--- config.mk ---
export PLATFORM = sky130hd
export DESIGN_NAME = cropped_nearest_neighbor_zoom
export DESIGN_NICKNAME = d
export VERILOG_FILES = /design/src/czoom_pkg.sv /design/src/czoom_div.sv /design/src/czoom_fifo.sv /design/src/czoom_front.sv /design/src/czoom_back.sv /design/src/cropped_nearest_neighbor_zoom.sv
export VERILOG_INCLUDE_DIRS = /design/src /design/src/src
export SDC_FILE = /design/constraint.sdc
export NUM_CORES = 2
export LEC_CHECK = 0
export ABC_AREA = 0
export BUFFER_PORTS_ARGS = -buffer_cell sky130_fd_sc_hd__buf_2
export CORE_MARGIN = 3
export CORE_UTILIZATION = 51
export DETAILED_ROUTE_END_ITERATION = 10
export PLACE_DENSITY = 0.67
export SLEW_MARGIN = 20
export SYNTH_ARGS = -nofsm -noshare
export SYNTH_HDL_FRONTEND = slang
export SYNTH_SLANG_ARGS = --single-unit
export TNS_END_PERCENT = 100
--- constraint.sdc ---
create_clock -name clk -period 46.2 [get_ports clk]
set_input_delay 4.62 -clock clk [delete_from_list [all_inputs] [get_ports clk]]
set_output_delay 4.62 -clock clk [all_outputs]
set_load 0.01 [all_outputs]
--- src/assert_macros.svh ---
// Assertion macros used by the top-level RTL.
`ifndef ASSERT_MACROS_SVH
`define ASSERT_MACROS_SVH
`ifndef SYNTHESIS
`define ASSERT_ALWAYS(label, expr, msg) \
  label: assert property (@(posedge clk) disable iff (rst) (expr)) else $error(msg);
`define ASSERT_NEXT(label, ante, cons, msg) \
  label: assert property (@(posedge clk) disable iff (rst) (ante) |=> (cons)) else $error(msg);
`else
`define ASSERT_ALWAYS(label, expr, msg)
`define ASSERT_NEXT(label, ante, cons, msg)
`endif
`endif

--- src/czoom_pkg.sv ---
`default_nettype none
package czoom_pkg;

  localparam int MAX_DIMENSION = 4096;
  localparam int MAX_ZOOM      = 8;
  localparam int PIXEL_BITS    = 24;

  localparam int DIM_W       = 13;
  localparam int COORD_W     = 12;
  localparam int ZOOM_W      = 11;
  localparam int CTR_W       = 16;
  localparam int FRAC_W      = 8;
  localparam int GW          = 40;
  localparam int MA_W        = 26;
  localparam int PROD_W      = MA_W + ZOOM_W + 1;
  localparam int DIV_W       = 32;
  localparam int REM_W       = ZOOM_W + 1;
  localparam int DIV_CNT_W   = $clog2(DIV_W + 1);
  localparam int FIFO_DEPTH  = 4;
  localparam int FIFO_AW     = $clog2(FIFO_DEPTH);
  localparam int MAX_WRITES  = MAX_ZOOM * MAX_ZOOM;
  localparam int WRITE_CNT_W = $clog2(MAX_WRITES);
  localparam int APB_W       = 32;
  localparam int ADDR_W      = 5;
  localparam int ZOOM_MAX_CODE = MAX_ZOOM * (2 ** FRAC_W) - 1;
  localparam int SAT_HI      = 2 ** (CTR_W - 1) - 1;
  localparam int SAT_LO      = -(2 ** (CTR_W - 1));

  typedef logic signed [GW-1:0] geo_t;

  typedef enum logic [2:0] {
    REG_SOURCE_WIDTH,
    REG_SOURCE_HEIGHT,
    REG_WINDOW_WIDTH,
    REG_WINDOW_HEIGHT,
    REG_ZOOM_FACTOR,
    REG_CENTER_X,
    REG_CENTER_Y
  } reg_idx_t;

  typedef struct packed {
    logic [DIM_W-1:0]        source_width;
    logic [DIM_W-1:0]        source_height;
    logic [DIM_W-1:0]        window_width;
    logic [DIM_W-1:0]        window_height;
    logic [ZOOM_W-1:0]       zoom_factor;
    logic signed [CTR_W-1:0] center_x;
    logic signed [CTR_W-1:0] center_y;
  } cfg_t;

  typedef struct packed {
    logic [COORD_W-1:0]      xs;
    logic [COORD_W-1:0]      xe;
    logic [COORD_W-1:0]      ys;
    logic [COORD_W-1:0]      ye;
    logic                    fill;
    logic [PIXEL_BITS-1:0]   pix;
    logic signed [CTR_W-1:0] place_x;
    logic signed [CTR_W-1:0] place_y;
  } cmd_t;

  typedef struct packed {
    logic              start;
    logic [DIV_W-1:0]  dividend;
    logic [ZOOM_W-1:0] divisor;
  } div_req_t;

  typedef struct packed {
    logic             busy;
    logic             done;
    logic [DIV_W-1:0] quotient;
  } div_rsp_t;

  typedef enum logic [3:0] {
    S_IDLE, S_GINIT, S_GQX, S_GQY, S_GCHK, S_FL, S_FLW, S_FA,
    S_FDIV, S_FDW, S_FE, S_FC, S_GDONE, S_CLS, S_SPAN, S_PUSH
  } front_state_t;

  function automatic logic [DIM_W-1:0] clamp_dim(input logic [DIM_W-1:0] v);
    logic [DIM_W-1:0] r;
    r = v;
    if (v == '0) r = DIM_W'(1);
    else if (v > DIM_W'(MAX_DIMENSION)) r = DIM_W'(MAX_DIMENSION);
    return r;
  endfunction

  function automatic logic signed [CTR_W-1:0] sat16(input geo_t v);
    logic signed [CTR_W-1:0] r;
    r = v[CTR_W-1:0];
    if (v > geo_t'(SAT_HI)) r = CTR_W'(SAT_HI);
    else if (v < geo_t'(SAT_LO)) r = CTR_W'(SAT_LO);
    return r;
  endfunction

endpackage
`default_nettype wire

--- src/czoom_div.sv ---
`default_nettype none
module czoom_div
  import czoom_pkg::*;
(
  input  wire logic clk,
  input  wire logic rst,
  input  div_req_t  req,
  output div_rsp_t  rsp
);

  logic [DIV_W-1:0]     work;
  logic [REM_W-1:0]     rem;
  logic [ZOOM_W-1:0]    dvs;
  logic [DIV_CNT_W-1:0] cnt;
  logic                 busy;
  logic                 done;
  logic [REM_W-1:0]     trial;
  logic                 take;

  assign trial = {rem[REM_W-2:0], work[DIV_W-1]};
  assign take  = trial >= {1'b0, dvs};

  always_ff @(posedge clk) begin
    if (rst) begin
      busy <= 1'b0;
      done <= 1'b0;
      cnt  <= '0;
    end else begin
      done <= busy && !req.start && (cnt == DIV_CNT_W'(1));
      if (req.start) begin
        busy <= 1'b1;
        cnt  <= DIV_CNT_W'(DIV_W);
      end else if (busy) begin
        cnt <= cnt - 1'b1;
        if (cnt == DIV_CNT_W'(1)) busy <= 1'b0;
      end
    end
  end

  always_ff @(posedge clk) begin
    if (req.start) begin
      work <= req.dividend;
      rem  <= '0;
      dvs  <= req.divisor;
    end else if (busy) begin
      work <= {work[DIV_W-2:0], take};
      rem  <= take ? trial - {1'b0, dvs} : trial;
    end
  end

  assign rsp.busy     = busy;
  assign rsp.done     = done;
  assign rsp.quotient = work;

endmodule
`default_nettype wire

--- src/czoom_fifo.sv ---
`default_nettype none
module czoom_fifo
  import czoom_pkg::*;
(
  input  wire logic clk,
  input  wire logic rst,
  input  wire logic push,
  input  cmd_t      wdata,
  output logic      full,
  input  wire logic pop,
  output cmd_t      rdata,
  output logic      head_valid
);

  cmd_t               slots [FIFO_DEPTH];
  logic [FIFO_AW-1:0] wp;
  logic [FIFO_AW-1:0] rp;
  logic [FIFO_AW:0]   cnt;

  assign full       = cnt == (FIFO_AW+1)'(FIFO_DEPTH);
  assign head_valid = cnt != '0;
  assign rdata      = slots[rp];

  always_ff @(posedge clk) begin
    if (rst) begin
      wp  <= '0;
      rp  <= '0;
      cnt <= '0;
    end else begin
      if (push) wp <= wp + 1'b1;
      if (pop) rp <= rp + 1'b1;
      if (push && !pop) cnt <= cnt + 1'b1;
      else if (pop && !push) cnt <= cnt - 1'b1;
    end
  end

  always_ff @(posedge clk) begin
    if (push) slots[wp] <= wdata;
  end

endmodule
`default_nettype wire

--- src/czoom_front.sv ---
`default_nettype none
module czoom_front
  import czoom_pkg::*;
(
  input  wire logic                  clk,
  input  wire logic                  rst,
  input  cfg_t                       cfg,
  input  wire logic                  in_valid,
  output logic                       in_stall,
  input  wire logic [PIXEL_BITS-1:0] pixel_value,
  input  wire logic                  frame_start,
  output div_req_t                   div_req,
  input  div_rsp_t                   div_rsp,
  output logic                       push,
  output cmd_t                       cmd,
  input  wire logic                  fifo_full
);

  front_state_t state, state_next;

  logic [PIXEL_BITS-1:0]   pix_r;
  logic [COORD_W-1:0]      col;
  logic [COORD_W-1:0]      row;
  logic [ZOOM_W-1:0]       zoom_used;
  logic [COORD_W-1:0]      crop_left;
  logic [COORD_W-1:0]      crop_top;
  logic [DIM_W-1:0]        crop_w;
  logic [DIM_W-1:0]        crop_h;
  logic [DIM_W-1:0]        zw;
  logic [DIM_W-1:0]        zh;
  logic signed [CTR_W-1:0] plx;
  logic signed [CTR_W-1:0] ply;

  geo_t gq [2];
  geo_t gp [2];
  geo_t gd [2];
  geo_t gl [2];
  logic ax;
  geo_t num_r;
  geo_t prod_r;
  logic corr_neg;
  logic corr_on;
  logic [COORD_W-1:0] sp [4];
  logic [1:0]         sidx;

  logic [DIM_W-1:0] sw_c, sh_c, ww_c, wh_c;
  geo_t src_g, win_g, ctr_g, q_min, diff, a_val, b_val, shl_q, b_shl;
  geo_t num_abs, quot_g, d_cur, corr_val, span_v, size_m1, span_c, prod_g;
  logic num_neg, over;
  logic signed [MA_W-1:0]   ma;
  logic signed [PROD_W-1:0] prod;
  logic [COORD_W-1:0] xp, yp;
  logic [DIM_W-1:0]   sp_p;
  logic               in_crop;
  logic [DIM_W-1:0]   col_inc, row_inc;
  logic               advance;
  logic               visible;

  assign sw_c = clamp_dim(cfg.source_width);
  assign sh_c = clamp_dim(cfg.source_height);
  assign ww_c = clamp_dim(cfg.window_width);
  assign wh_c = clamp_dim(cfg.window_height);

  assign src_g  = geo_t'(ax ? sh_c : sw_c);
  assign win_g  = geo_t'(ax ? wh_c : ww_c);
  assign ctr_g  = geo_t'(ax ? cfg.center_y : cfg.center_x);
  assign q_min  = (gq[ax] > win_g) ? win_g : gq[ax];
  assign shl_q  = q_min <<< FRAC_W;
  assign diff   = src_g - gl[ax];
  assign a_val  = (diff + geo_t'(diff[GW-1])) >>> 1;
  assign b_val  = ctr_g - (gq[ax] >>> 1);
  assign b_shl  = b_val <<< FRAC_W;
  assign num_neg = num_r[GW-1];
  assign num_abs = num_neg ? -num_r : num_r;
  assign quot_g  = geo_t'(div_rsp.quotient);
  assign d_cur   = gd[ax];
  assign over    = (d_cur + gl[ax]) > src_g;
  assign corr_val = (d_cur < 0) ? -d_cur : d_cur + gl[ax] - src_g;

  assign prod   = ma * $signed({1'b0, zoom_used});
  assign prod_g = geo_t'(prod);

  assign xp   = col - crop_left;
  assign yp   = row - crop_top;
  assign sp_p = (sidx[1] ? {1'b0, yp} : {1'b0, xp}) + DIM_W'(sidx[0]);
  assign span_v  = (prod_g + geo_t'(2 ** (FRAC_W - 1))) >>> FRAC_W;
  assign size_m1 = geo_t'(sidx[1] ? zh : zw) - geo_t'(1);
  assign span_c  = (span_v > size_m1) ? size_m1 : span_v;

  assign in_crop = (crop_w != '0) && (crop_h != '0) &&
                   (col >= crop_left) &&
                   ({1'b0, col} < DIM_W'(crop_left) + crop_w) &&
                   (row >= crop_top) &&
                   ({1'b0, row} < DIM_W'(crop_top) + crop_h);

  assign visible = (zoom_used != '0) && gq[0] > 0 && gq[1] > 0 && gl[0] > 0 && gl[1] > 0;

  assign col_inc = {1'b0, col} + 1'b1;
  assign row_inc = {1'b0, row} + 1'b1;

  assign cmd.xs      = sp[0];
  assign cmd.xe      = sp[1];
  assign cmd.ys      = sp[2];
  assign cmd.ye      = sp[3];
  assign cmd.fill    = ((sp[1] - sp[0]) > COORD_W'(1)) || ((sp[3] - sp[2]) > COORD_W'(1));
  assign cmd.pix     = pix_r;
  assign cmd.place_x = plx;
  assign cmd.place_y = ply;

  always_ff @(posedge clk) begin
    if (rst) state <= S_IDLE;
    else state <= state_next;
  end

  always_comb begin
    state_next       = state;
    in_stall         = 1'b1;
    push             = 1'b0;
    advance          = 1'b0;
    ma               = '0;
    div_req.start    = 1'b0;
    div_req.dividend = num_abs[DIV_W-1:0];
    div_req.divisor  = zoom_used;
    case (state)
      S_IDLE: begin
        in_stall = 1'b0;
        if (in_valid) state_next = frame_start ? S_GINIT : S_CLS;
      end
      S_GINIT: state_next = (cfg.zoom_factor == '0) ? S_GDONE : S_GQX;
      S_GQX: begin
        ma = MA_W'(sw_c);
        state_next = S_GQY;
      end
      S_GQY: begin
        ma = MA_W'(sh_c);
        state_next = S_GCHK;
      end
      S_GCHK: begin
        if (gq[0] > geo_t'(ww_c) || gq[1] > geo_t'(wh_c)) state_next = S_FL;
        else state_next = S_GDONE;
      end
      S_FL: begin
        div_req.start    = 1'b1;
        div_req.dividend = shl_q[DIV_W-1:0];
        state_next       = S_FLW;
      end
      S_FLW: if (div_rsp.done) state_next = S_FA;
      S_FA: begin
        ma = a_val[MA_W-1:0];
        state_next = S_FDIV;
      end
      S_FDIV: begin
        div_req.start = 1'b1;
        state_next    = S_FDW;
      end
      S_FDW: if (div_rsp.done) state_next = S_FE;
      S_FE: begin
        ma = corr_val[MA_W-1:0];
        state_next = S_FC;
      end
      S_FC: state_next = ax ? S_GDONE : S_FL;
      S_GDONE: state_next = S_CLS;
      S_CLS: begin
        if (in_crop) state_next = S_SPAN;
        else begin
          advance    = 1'b1;
          state_next = S_IDLE;
        end
      end
      S_SPAN: begin
        ma = MA_W'(sp_p);
        if (sidx == 2'd3) state_next = S_PUSH;
      end
      S_PUSH: begin
        if (!fifo_full) begin
          push       = 1'b1;
          advance    = 1'b1;
          state_next = S_IDLE;
        end
      end
      default: state_next = S_IDLE;
    endcase
  end

  always_ff @(posedge clk) begin
    if (rst) begin
      col       <= '0;
      row       <= '0;
      zoom_used <= '0;
      crop_left <= '0;
      crop_top  <= '0;
      crop_w    <= '0;
      crop_h    <= '0;
      zw        <= '0;
      zh        <= '0;
      plx       <= '0;
      ply       <= '0;
    end else begin
      if (advance) begin
        if (col_inc >= sw_c) begin
          col <= '0;
          row <= (row_inc >= sh_c) ? '0 : row_inc[COORD_W-1:0];
        end else begin
          col <= col_inc[COORD_W-1:0];
        end
      end
      case (state)
        S_GINIT: begin
          col <= '0;
          row <= '0;
          zoom_used <= (cfg.zoom_factor > ZOOM_W'(ZOOM_MAX_CODE)) ?
                       ZOOM_W'(ZOOM_MAX_CODE) : cfg.zoom_factor;
        end
        S_GDONE: begin
          plx <= (zoom_used != '0) ? sat16(gp[0]) : '0;
          ply <= (zoom_used != '0) ? sat16(gp[1]) : '0;
          if (visible) begin
            crop_left <= gd[0][COORD_W-1:0];
            crop_top  <= gd[1][COORD_W-1:0];
            crop_w    <= (gl[0] > geo_t'(MAX_DIMENSION)) ?
                         DIM_W'(MAX_DIMENSION) : gl[0][DIM_W-1:0];
            crop_h    <= (gl[1] > geo_t'(MAX_DIMENSION)) ?
                         DIM_W'(MAX_DIMENSION) : gl[1][DIM_W-1:0];
            zw        <= gq[0][DIM_W-1:0];
            zh        <= gq[1][DIM_W-1:0];
          end else begin
            crop_left <= '0;
            crop_top  <= '0;
            crop_w    <= '0;
            crop_h    <= '0;
            zw        <= '0;
            zh        <= '0;
          end
        end
        default: ;
      endcase
    end
  end

  always_ff @(posedge clk) begin
    case (state)
      S_IDLE: pix_r <= pixel_value;
      S_GINIT: begin
        gp[0] <= geo_t'(ww_c >> 1);
        gp[1] <= geo_t'(wh_c >> 1);
        gd[0] <= '0;
        gd[1] <= '0;
        gl[0] <= geo_t'(sw_c);
        gl[1] <= geo_t'(sh_c);
        gq[0] <= '0;
        gq[1] <= '0;
      end
      S_GQX: gq[0] <= prod_g >>> FRAC_W;
      S_GQY: gq[1] <= prod_g >>> FRAC_W;
      S_GCHK: ax <= 1'b0;
      S_FL: gq[ax] <= q_min;
      S_FLW: if (div_rsp.done) gl[ax] <= quot_g + geo_t'(1);
      S_FA: num_r <= prod_g - b_shl;
      S_FDW: if (div_rsp.done) gd[ax] <= num_neg ? -quot_g : quot_g;
      S_FE: begin
        corr_neg <= d_cur < 0;
        corr_on  <= (d_cur < 0) || over;
        prod_r   <= prod_g;
      end
      S_FC: begin
        if (corr_on) begin
          gq[ax] <= gq[ax] - (prod_r >>> FRAC_W);
          if (corr_neg) begin
            gp[ax] <= gp[ax] + (prod_r >>> (FRAC_W + 1));
            gd[ax] <= '0;
          end else begin
            gp[ax] <= gp[ax] - (prod_r >>> (FRAC_W + 1));
            gl[ax] <= src_g - d_cur;
          end
        end
        ax <= 1'b1;
      end
      S_CLS: sidx <= '0;
      S_SPAN: begin
        sp[sidx] <= span_c[COORD_W-1:0];
        sidx     <= sidx + 1'b1;
      end
      default: ;
    endcase
  end

endmodule
`default_nettype wire

--- src/czoom_back.sv ---
`default_nettype none
module czoom_back
  import czoom_pkg::*;
(
  input  wire logic                   clk,
  input  wire logic                   rst,
  input  cmd_t                        head,
  input  wire logic                   head_valid,
  output logic                        pop,
  output logic                        out_valid,
  input  wire logic                   out_stall,
  output logic [COORD_W-1:0]          dest_x,
  output logic [COORD_W-1:0]          dest_y,
  output logic [PIXEL_BITS-1:0]       dest_pixel,
  output logic signed [CTR_W-1:0]     place_x,
  output logic signed [CTR_W-1:0]     place_y,
  output logic                        last_write
);

  logic                   started;
  logic [COORD_W-1:0]     x;
  logic [COORD_W-1:0]     y;
  logic [WRITE_CNT_W-1:0] n;
  logic                   empty_cmd;
  logic                   load;
  logic                   x_end;
  logic                   last_now;

  assign empty_cmd = head.fill && (head.xe <= head.xs || head.ye <= head.ys);
  assign load      = started && (!out_valid || !out_stall);
  assign x_end     = ({1'b0, x} + 1'b1) == {1'b0, head.xe};
  assign last_now  = !head.fill || (n == WRITE_CNT_W'(MAX_WRITES - 1)) ||
                     (x_end && (({1'b0, y} + 1'b1) == {1'b0, head.ye}));
  assign pop       = (head_valid && !started && empty_cmd) || (load && last_now);

  always_ff @(posedge clk) begin
    if (rst) begin
      started   <= 1'b0;
      out_valid <= 1'b0;
    end else begin
      if (!started && head_valid && !empty_cmd) started <= 1'b1;
      else if (load && last_now) started <= 1'b0;
      if (load) out_valid <= 1'b1;
      else if (!out_stall) out_valid <= 1'b0;
    end
  end

  always_ff @(posedge clk) begin
    if (!started) begin
      x <= head.xs;
      y <= head.ys;
      n <= '0;
    end else if (load && !last_now) begin
      n <= n + 1'b1;
      if (x_end) begin
        x <= head.xs;
        y <= y + 1'b1;
      end else begin
        x <= x + 1'b1;
      end
    end
    if (load) begin
      dest_x     <= x;
      dest_y     <= y;
      dest_pixel <= head.pix;
      place_x    <= head.place_x;
      place_y    <= head.place_y;
      last_write <= last_now;
    end
  end

endmodule
`default_nettype wire

--- src/cropped_nearest_neighbor_zoom.sv ---
// Nearest-neighbour zoom with cropping and centring.
// Input: source pixels in raster order on in_valid/in_stall with pixel_value and
// frame_start; frame_start restarts the raster counters and rebuilds the geometry.
// Output: destination writes on out_valid/out_stall (dest_x, dest_y, dest_pixel,
// place_x, place_y, last_write); last_write marks the final write of a pixel.
// Registers sit on the APB port at byte address 4*i; the geometry takes them at the next frame start.
// A pixel outside the crop only advances the raster; one inside has its four span ends
// computed and is queued, and the writer emits one write per cycle while out_stall is
// low (up to 64 per pixel). A frame-start pixel first rebuilds the geometry, which runs
// two divisions per axis on one shared radix-2 divider when the zoomed image is larger
// than the window.
// A four-entry request queue separates classifier and writer, so the classifier
// keeps taking pixels while the receiver stalls until the queue fills.
// Reset returns registers to their defaults and clears geometry, so nothing is drawn
// before the first frame start.
`default_nettype none
`include "assert_macros.svh"
module cropped_nearest_neighbor_zoom
  import czoom_pkg::*;
(
  input  wire logic                  clk,
  input  wire logic                  rst,
  input  wire logic                  psel,
  input  wire logic                  penable,
  input  wire logic                  pwrite,
  input  wire logic [ADDR_W-1:0]     paddr,
  input  wire logic [APB_W-1:0]      pwdata,
  output logic [APB_W-1:0]           prdata,
  output logic                       pready,
  input  wire logic                  in_valid,
  output logic                       in_stall,
  input  wire logic [PIXEL_BITS-1:0] pixel_value,
  input  wire logic                  frame_start,
  output logic                       out_valid,
  input  wire logic                  out_stall,
  output logic [COORD_W-1:0]         dest_x,
  output logic [COORD_W-1:0]         dest_y,
  output logic [PIXEL_BITS-1:0]      dest_pixel,
  output logic signed [CTR_W-1:0]    place_x,
  output logic signed [CTR_W-1:0]    place_y,
  output logic                       last_write
);

  cfg_t     cfg_r;
  reg_idx_t idx;
  logic     wr;
  div_req_t div_req;
  div_rsp_t div_rsp;
  logic     push;
  cmd_t     wcmd;
  logic     fifo_full;
  logic     pop;
  cmd_t     head;
  logic     head_valid;

  assign pready = 1'b1;
  assign wr     = psel && penable && pwrite;
  assign idx    = reg_idx_t'(paddr[ADDR_W-1:2]);

  always_ff @(posedge clk) begin
    if (rst) begin
      cfg_r.source_width  <= DIM_W'(64);
      cfg_r.source_height <= DIM_W'(64);
      cfg_r.window_width  <= DIM_W'(640);
      cfg_r.window_height <= DIM_W'(480);
      cfg_r.zoom_factor   <= ZOOM_W'(256);
      cfg_r.center_x      <= CTR_W'(320);
      cfg_r.center_y      <= CTR_W'(240);
    end else if (wr) begin
      case (idx)
        REG_SOURCE_WIDTH:  cfg_r.source_width  <= pwdata[DIM_W-1:0];
        REG_SOURCE_HEIGHT: cfg_r.source_height <= pwdata[DIM_W-1:0];
        REG_WINDOW_WIDTH:  cfg_r.window_width  <= pwdata[DIM_W-1:0];
        REG_WINDOW_HEIGHT: cfg_r.window_height <= pwdata[DIM_W-1:0];
        REG_ZOOM_FACTOR:   cfg_r.zoom_factor   <= pwdata[ZOOM_W-1:0];
        REG_CENTER_X:      cfg_r.center_x      <= pwdata[CTR_W-1:0];
        REG_CENTER_Y:      cfg_r.center_y      <= pwdata[CTR_W-1:0];
        default: ;
      endcase
    end
  end

  always_comb begin
    case (idx)
      REG_SOURCE_WIDTH:  prdata = {{(APB_W-DIM_W){1'b0}}, cfg_r.source_width};
      REG_SOURCE_HEIGHT: prdata = {{(APB_W-DIM_W){1'b0}}, cfg_r.source_height};
      REG_WINDOW_WIDTH:  prdata = {{(APB_W-DIM_W){1'b0}}, cfg_r.window_width};
      REG_WINDOW_HEIGHT: prdata = {{(APB_W-DIM_W){1'b0}}, cfg_r.window_height};
      REG_ZOOM_FACTOR:   prdata = {{(APB_W-ZOOM_W){1'b0}}, cfg_r.zoom_factor};
      REG_CENTER_X:      prdata = {{(APB_W-CTR_W){1'b0}}, cfg_r.center_x};
      REG_CENTER_Y:      prdata = {{(APB_W-CTR_W){1'b0}}, cfg_r.center_y};
      default:           prdata = '0;
    endcase
  end

  czoom_div u_div (
    .clk (clk),
    .rst (rst),
    .req (div_req),
    .rsp (div_rsp)
  );

  czoom_front u_front (
    .clk         (clk),
    .rst         (rst),
    .cfg         (cfg_r),
    .in_valid    (in_valid),
    .in_stall    (in_stall),
    .pixel_value (pixel_value),
    .frame_start (frame_start),
    .div_req     (div_req),
    .div_rsp     (div_rsp),
    .push        (push),
    .cmd         (wcmd),
    .fifo_full   (fifo_full)
  );

  czoom_fifo u_fifo (
    .clk        (clk),
    .rst        (rst),
    .push       (push),
    .wdata      (wcmd),
    .full       (fifo_full),
    .pop        (pop),
    .rdata      (head),
    .head_valid (head_valid)
  );

  czoom_back u_back (
    .clk        (clk),
    .rst        (rst),
    .head       (head),
    .head_valid (head_valid),
    .pop        (pop),
    .out_valid  (out_valid),
    .out_stall  (out_stall),
    .dest_x     (dest_x),
    .dest_y     (dest_y),
    .dest_pixel (dest_pixel),
    .place_x    (place_x),
    .place_y    (place_y),
    .last_write (last_write)
  );

  `ASSERT_ALWAYS(a_queue_no_overflow, !(push && fifo_full), "request queue written while full")
  `ASSERT_ALWAYS(a_queue_no_underflow, !(pop && !head_valid), "request queue read while empty")
  `ASSERT_NEXT(a_div_not_instant, div_req.start, !div_rsp.done, "divider done right after start")

endmodule
`default_nettype wire
==> flow_results.org <==
** Power
- PwrDens :: 57.05 nW/µm²
- Sequential fraction of design power :: 31.5%
- Switching component of the power :: 2.354 mW
- Net switching is 42.41% of the power.
- Cell Int Power :: 3.197 mW
- Combinational group share of total power :: 47.1%
- The clock network burns 21.4% of the power.
- For this design the static power due to leakage is 38.36 nW.
- Largest vdd supply drop :: 0.04309 mV

** Synth
- Among all flip-flop cells after synthesis, the most frequent one is sky130_fd_sc_hd__edfxtp_1.
- The netlist uses 103 different library cells.
- The synthesized netlist devotes 5.626% of its cell area to XOR and XNOR gates.
- Count of warnings emitted by yosys :: 0
- After synthesis, the share of cell area in mux cells is 6.199%.
- Of the total synthesized cell area, the portion taken by full adders, half adders and majority gates is 13.86%.
- Syn_area_per_cell :: 9.986 µm²
- Synthesis inferred 1,307 register bits.
- Counting flops with an async set or reset pin after synthesis yields a share of 0%.
- After technology mapping, the gate count stands at 8,942.
- Of the total synthesized cell area, the portion taken by AND, OR, NAND and NOR gates is 14.54%.
- Summing the areas of all compound-gate instances in the mapped netlist gives 14.02% of the synthesized area.
- The synthesized netlist occupies a cell area of 89,290 µm².
- Main combinational cell family by area after synthesis :: simple AND/OR/NAND/NOR gates
- Count of flip-flops with a built-in enable after synthesis :: 1,028
- Fraction of the yosys area taken by sequential cells :: 40.83%

** Critical path
- Maximum fanout encountered on the critical timing path :: 38
- Element type at the critical path end :: flop
- For this design, the slowest cell found on the critical path is sky130_fd_sc_hd__a2111oi_0.
- Among the stages of the critical path, the cell type that occurs most often is sky130_fd_sc_hd__nand2_1.
- Worst setup SP type :: flop
- Largest incremental delay on the critical path :: 0.94 ns
- At the worst endpoint, the required time is 46.62 ns.
- WS Path Type :: reg2reg
- Worst Path Arrival :: 18.53 ns

** Placement
- At the end of routability-driven placement, the weighted congestion stood at 0.9783.
- Number of I/O port buffers :: 149
- Placed wire-length estimate after detailed placement :: 202,400 µm

** Global routing
- Overall track demand over capacity in global routing :: 29.22%
- The initial antenna violation count was 8.
- Entering global routing, the biggest net connects 98 pins.
- The first global-routing pass estimated 406,200 µm of wire.
- The via count of the first global-routing pass came to 67,140.
- Total congestion overflow after global routing :: 0

** STA
- Count of endpoints failing hold in the final timing report :: 0
- Summed over all failing endpoints, the final setup total negative slack is 0 ns.
- Across the routed clock network, the largest skew measured is 0.07486 ns.
- Period Utilization, post-route :: 39.19%
- At the pin with the least slew margin, the transition time is 1.337 ns.
- Headroom to the max-slew limit came out at 10.02%.
- Setup repair after global routing left no endpoint under its margin.
- Highest attainable clock frequency :: 55.23 MHz
- Setup violations remaining at the end of the flow were counted as 0.
- The final-report max-slew violation count came to 0.
- The worst path needs 18.11 ns of the cycle, external delays included.

** Route
- The final layout contains routed wiring with a total length of 268,000 µm.
- After detailed routing, the number of remaining DRC violations is 0.
- In the final routed layout, each cell accounts on average for 23.53 µm.
- The count of nets left with antenna violations once routing finished came out at 0.
- TritonRoute pass-1 iters :: 7
- Detailed Route Iter0 Violations :: 7,360
- Via count of the routed design :: 70,040
- In the routed layout, each cell is associated on average with a via count of 6.147.

** Clock tree
- Latest clock arrival within the worst-skew pair :: 0.81 ns
- In this run, post-CTS repair resized a total of 0 instances.
- TritonCTS built the clock tree.
- In this run the post-CTS setup repair buffer count came out at 0.
- Clock tree synthesis found a total of 1,307 sinks.
- Number of clock buffers inserted by TritonCTS :: 142
- The tree is rooted in a sky130_fd_sc_hd__clkbuf_16.
- Register clock-pin slew on the reported worst setup and hold paths :: 0.06 ns
- The number of hold buffers added after CTS was 0.
- The longest clock path from root to sink contains 3 buffers.
- H-tree depth reported by CTS :: 4

** Layout
- Leaving out fill and tap cells, the most frequent cell in the layout is sky130_fd_sc_hd__edfxtp_1.
- The top cell types in the final layout, fill and taps aside, are 1,028 x sky130_fd_sc_hd__edfxtp_1, 929 x sky130_fd_sc_hd__nand2_1, 718 x sky130_fd_sc_hd__nor2_1.
- At the end of the flow the core is filled with cells to 56.28%.
- The area growth from synthesis to layout is 8.959%.
- Share of post-route cells with drive strength above 1 :: 9.593%
- In the final design database the tool counted 9,858 nets.

** Floorplan
- The floorplan has 152 rows.
- Measured along the x axis, the die boundary spans 424.4 µm.
- 185 I/O pins were placed.
- Once the floorplan was initialized, standard cells occupied 51.65% of the core.
- DIE AREA :: 180,100 µm²
- Area of the core region :: 172,900 µm²
- Chip height :: 424.4 µm

** Run
- Number of violations of the max-capacitance limit :: 0

** Worst hold path
- The tightest min-delay check is of the reg2reg type.

** Run status
- Status :: completed
routing by layer:
layer / track usage (%) / up-vias / wire length, µm
met4: 12.68 / 6 / 12950
li1: - / 32210 / -
met3: 4.254 / 538 / 20950
met2: 46.41 / 2942 / 122500
met5: 0 / - / 38
met1: 39.93 / 34350 / 111600
worst paths after layout:
kind                                             start                          to  slack (ns)  depth (start not counted)
worst min-delay path             cfg_r[1]$_SDFFE_PP0P_       cfg_r[1]$_SDFFE_PP0P_        0.47                          2
worst max-delay path            cfg_r[94]$_SDFFE_PP0P_  u_front.sp[0][5]$_DFFE_PP_       28.09                         50
worst max register to register  cfg_r[94]$_SDFFE_PP0P_  u_front.sp[0][5]$_DFFE_PP_       28.09                         50
worst min register to register   cfg_r[1]$_SDFFE_PP0P_       cfg_r[1]$_SDFFE_PP0P_        0.47                          2
flip-flops by register name (all words and copies together), names as in the netlist, 13 cells and up, named ones only:
name,cells
u_div.work,32
u_front.num_r,33
u_front.crop_w,13
u_back.place_x,16
u_front.zw,13
u_front.ply,16
u_front.gq,80
u_back.dest_pixel,24
u_front.gl,80
u_front.plx,16
u_front.gp,80
cfg_r,95
u_front.crop_h,13
u_fifo.slots,420
u_front.prod_r,30
u_front.pix_r,24
u_back.place_y,16
u_front.zh,13
u_front.gd,80
u_front.sp,48
Yosys cell counts (all sizes together), types with 78 or more instances:
library cell / instances / share of area, %
buf: 103 / 0.66
mux2: 125 / 1.6
nand4: 107 / 0.75
ha: 560 / 7.8
a21o: 166 / 1.4
nor4: 124 / 0.91
clkbuf: 315 / 1.3
nor2b: 106 / 0.74
xor2: 209 / 2.0
dfxtp: 279 / 6.3
a22oi: 118 / 0.99
o21ai: 455 / 2.6
nor3: 180 / 1.0
nor2: 726 / 3.1
nand2: 935 / 3.9
a31oi: 78 / 0.55
mux4: 112 / 2.8
fa: 268 / 6.0
inv: 693 / 2.9
edfxtp: 1028 / 35
nand3: 155 / 0.87
a21oi: 554 / 3.1
xnor2: 362 / 3.6
and2: 118 / 0.83
mux2i: 158 / 1.8
cell families after synthesis:
kind of cell	count (synthesis)
AOI/OAI and AO/OA	1954
xor gates and xnor gates	572
adders and majority gates	828
buffers and inverters	1115
DFF	1307
muxes	395
other	2
and+or+nand+nor	2769
power by group through the flow:
stage          logic [mW]  registers [mW]  clock network [mW]
2_1_floorplan        1.92            1.65                   0
3_3_place_gp         2.51            1.76                   0
3_5_place_dp         2.56            1.76                   0
4_1_cts              2.58            1.74                1.20
5_1_grt              2.85            1.77                1.24
6_report             2.62            1.75                1.19
layout make-up:
type	count	area (µm²)
Inverter	697	2618
Sequential cell	1307	36470
Timing Repair Buffer	278	1723
Fill cell	14920	75580
Antenna cell	4	10.01
Clock buffer	181	3899
Clock inverter	82	991.0
Tap cell	2310	2890
Multi-Input combinational cell	6535	48700
metrics by stage:
step / hold WS, ns / total power [mW] / instances / cell area (µm²) / worst slack (ns)
floorplan: 0.4244 / 3.571 / 8957 / 89350 / 30.83
global placement: 0.4464 / 4.271 / 11130 / 92360 / 28.52
detailed placement: 0.4607 / 4.322 / 11130 / 92370 / 28.49
CTS: 0.4695 / 5.517 / 11390 / 97260 / 28.44
global route: 0.4942 / 5.855 / 11390 / 97280 / 27.19
finish: 0.4727 / 5.551 / 11390 / 97290 / 28.09
worst max-delay path: cells and delay by family, from the launching register on:
| family | cells | cell delay, ns |
|---|---|---|
| DFF | 1 | 0.87 |
| buffers and inverters | 6 | 1.33 |
| and+or+nand+nor | 14 | 4.29 |
| muxes | 2 | 0.43 |
| adders and majority gates | 9 | 4.21 |
| AOI/OAI and AO/OA | 18 | 6.25 |
| xor gates and xnor gates | 1 | 0.23 |
No activity file was read; power rests on OpenSTA's default activity.
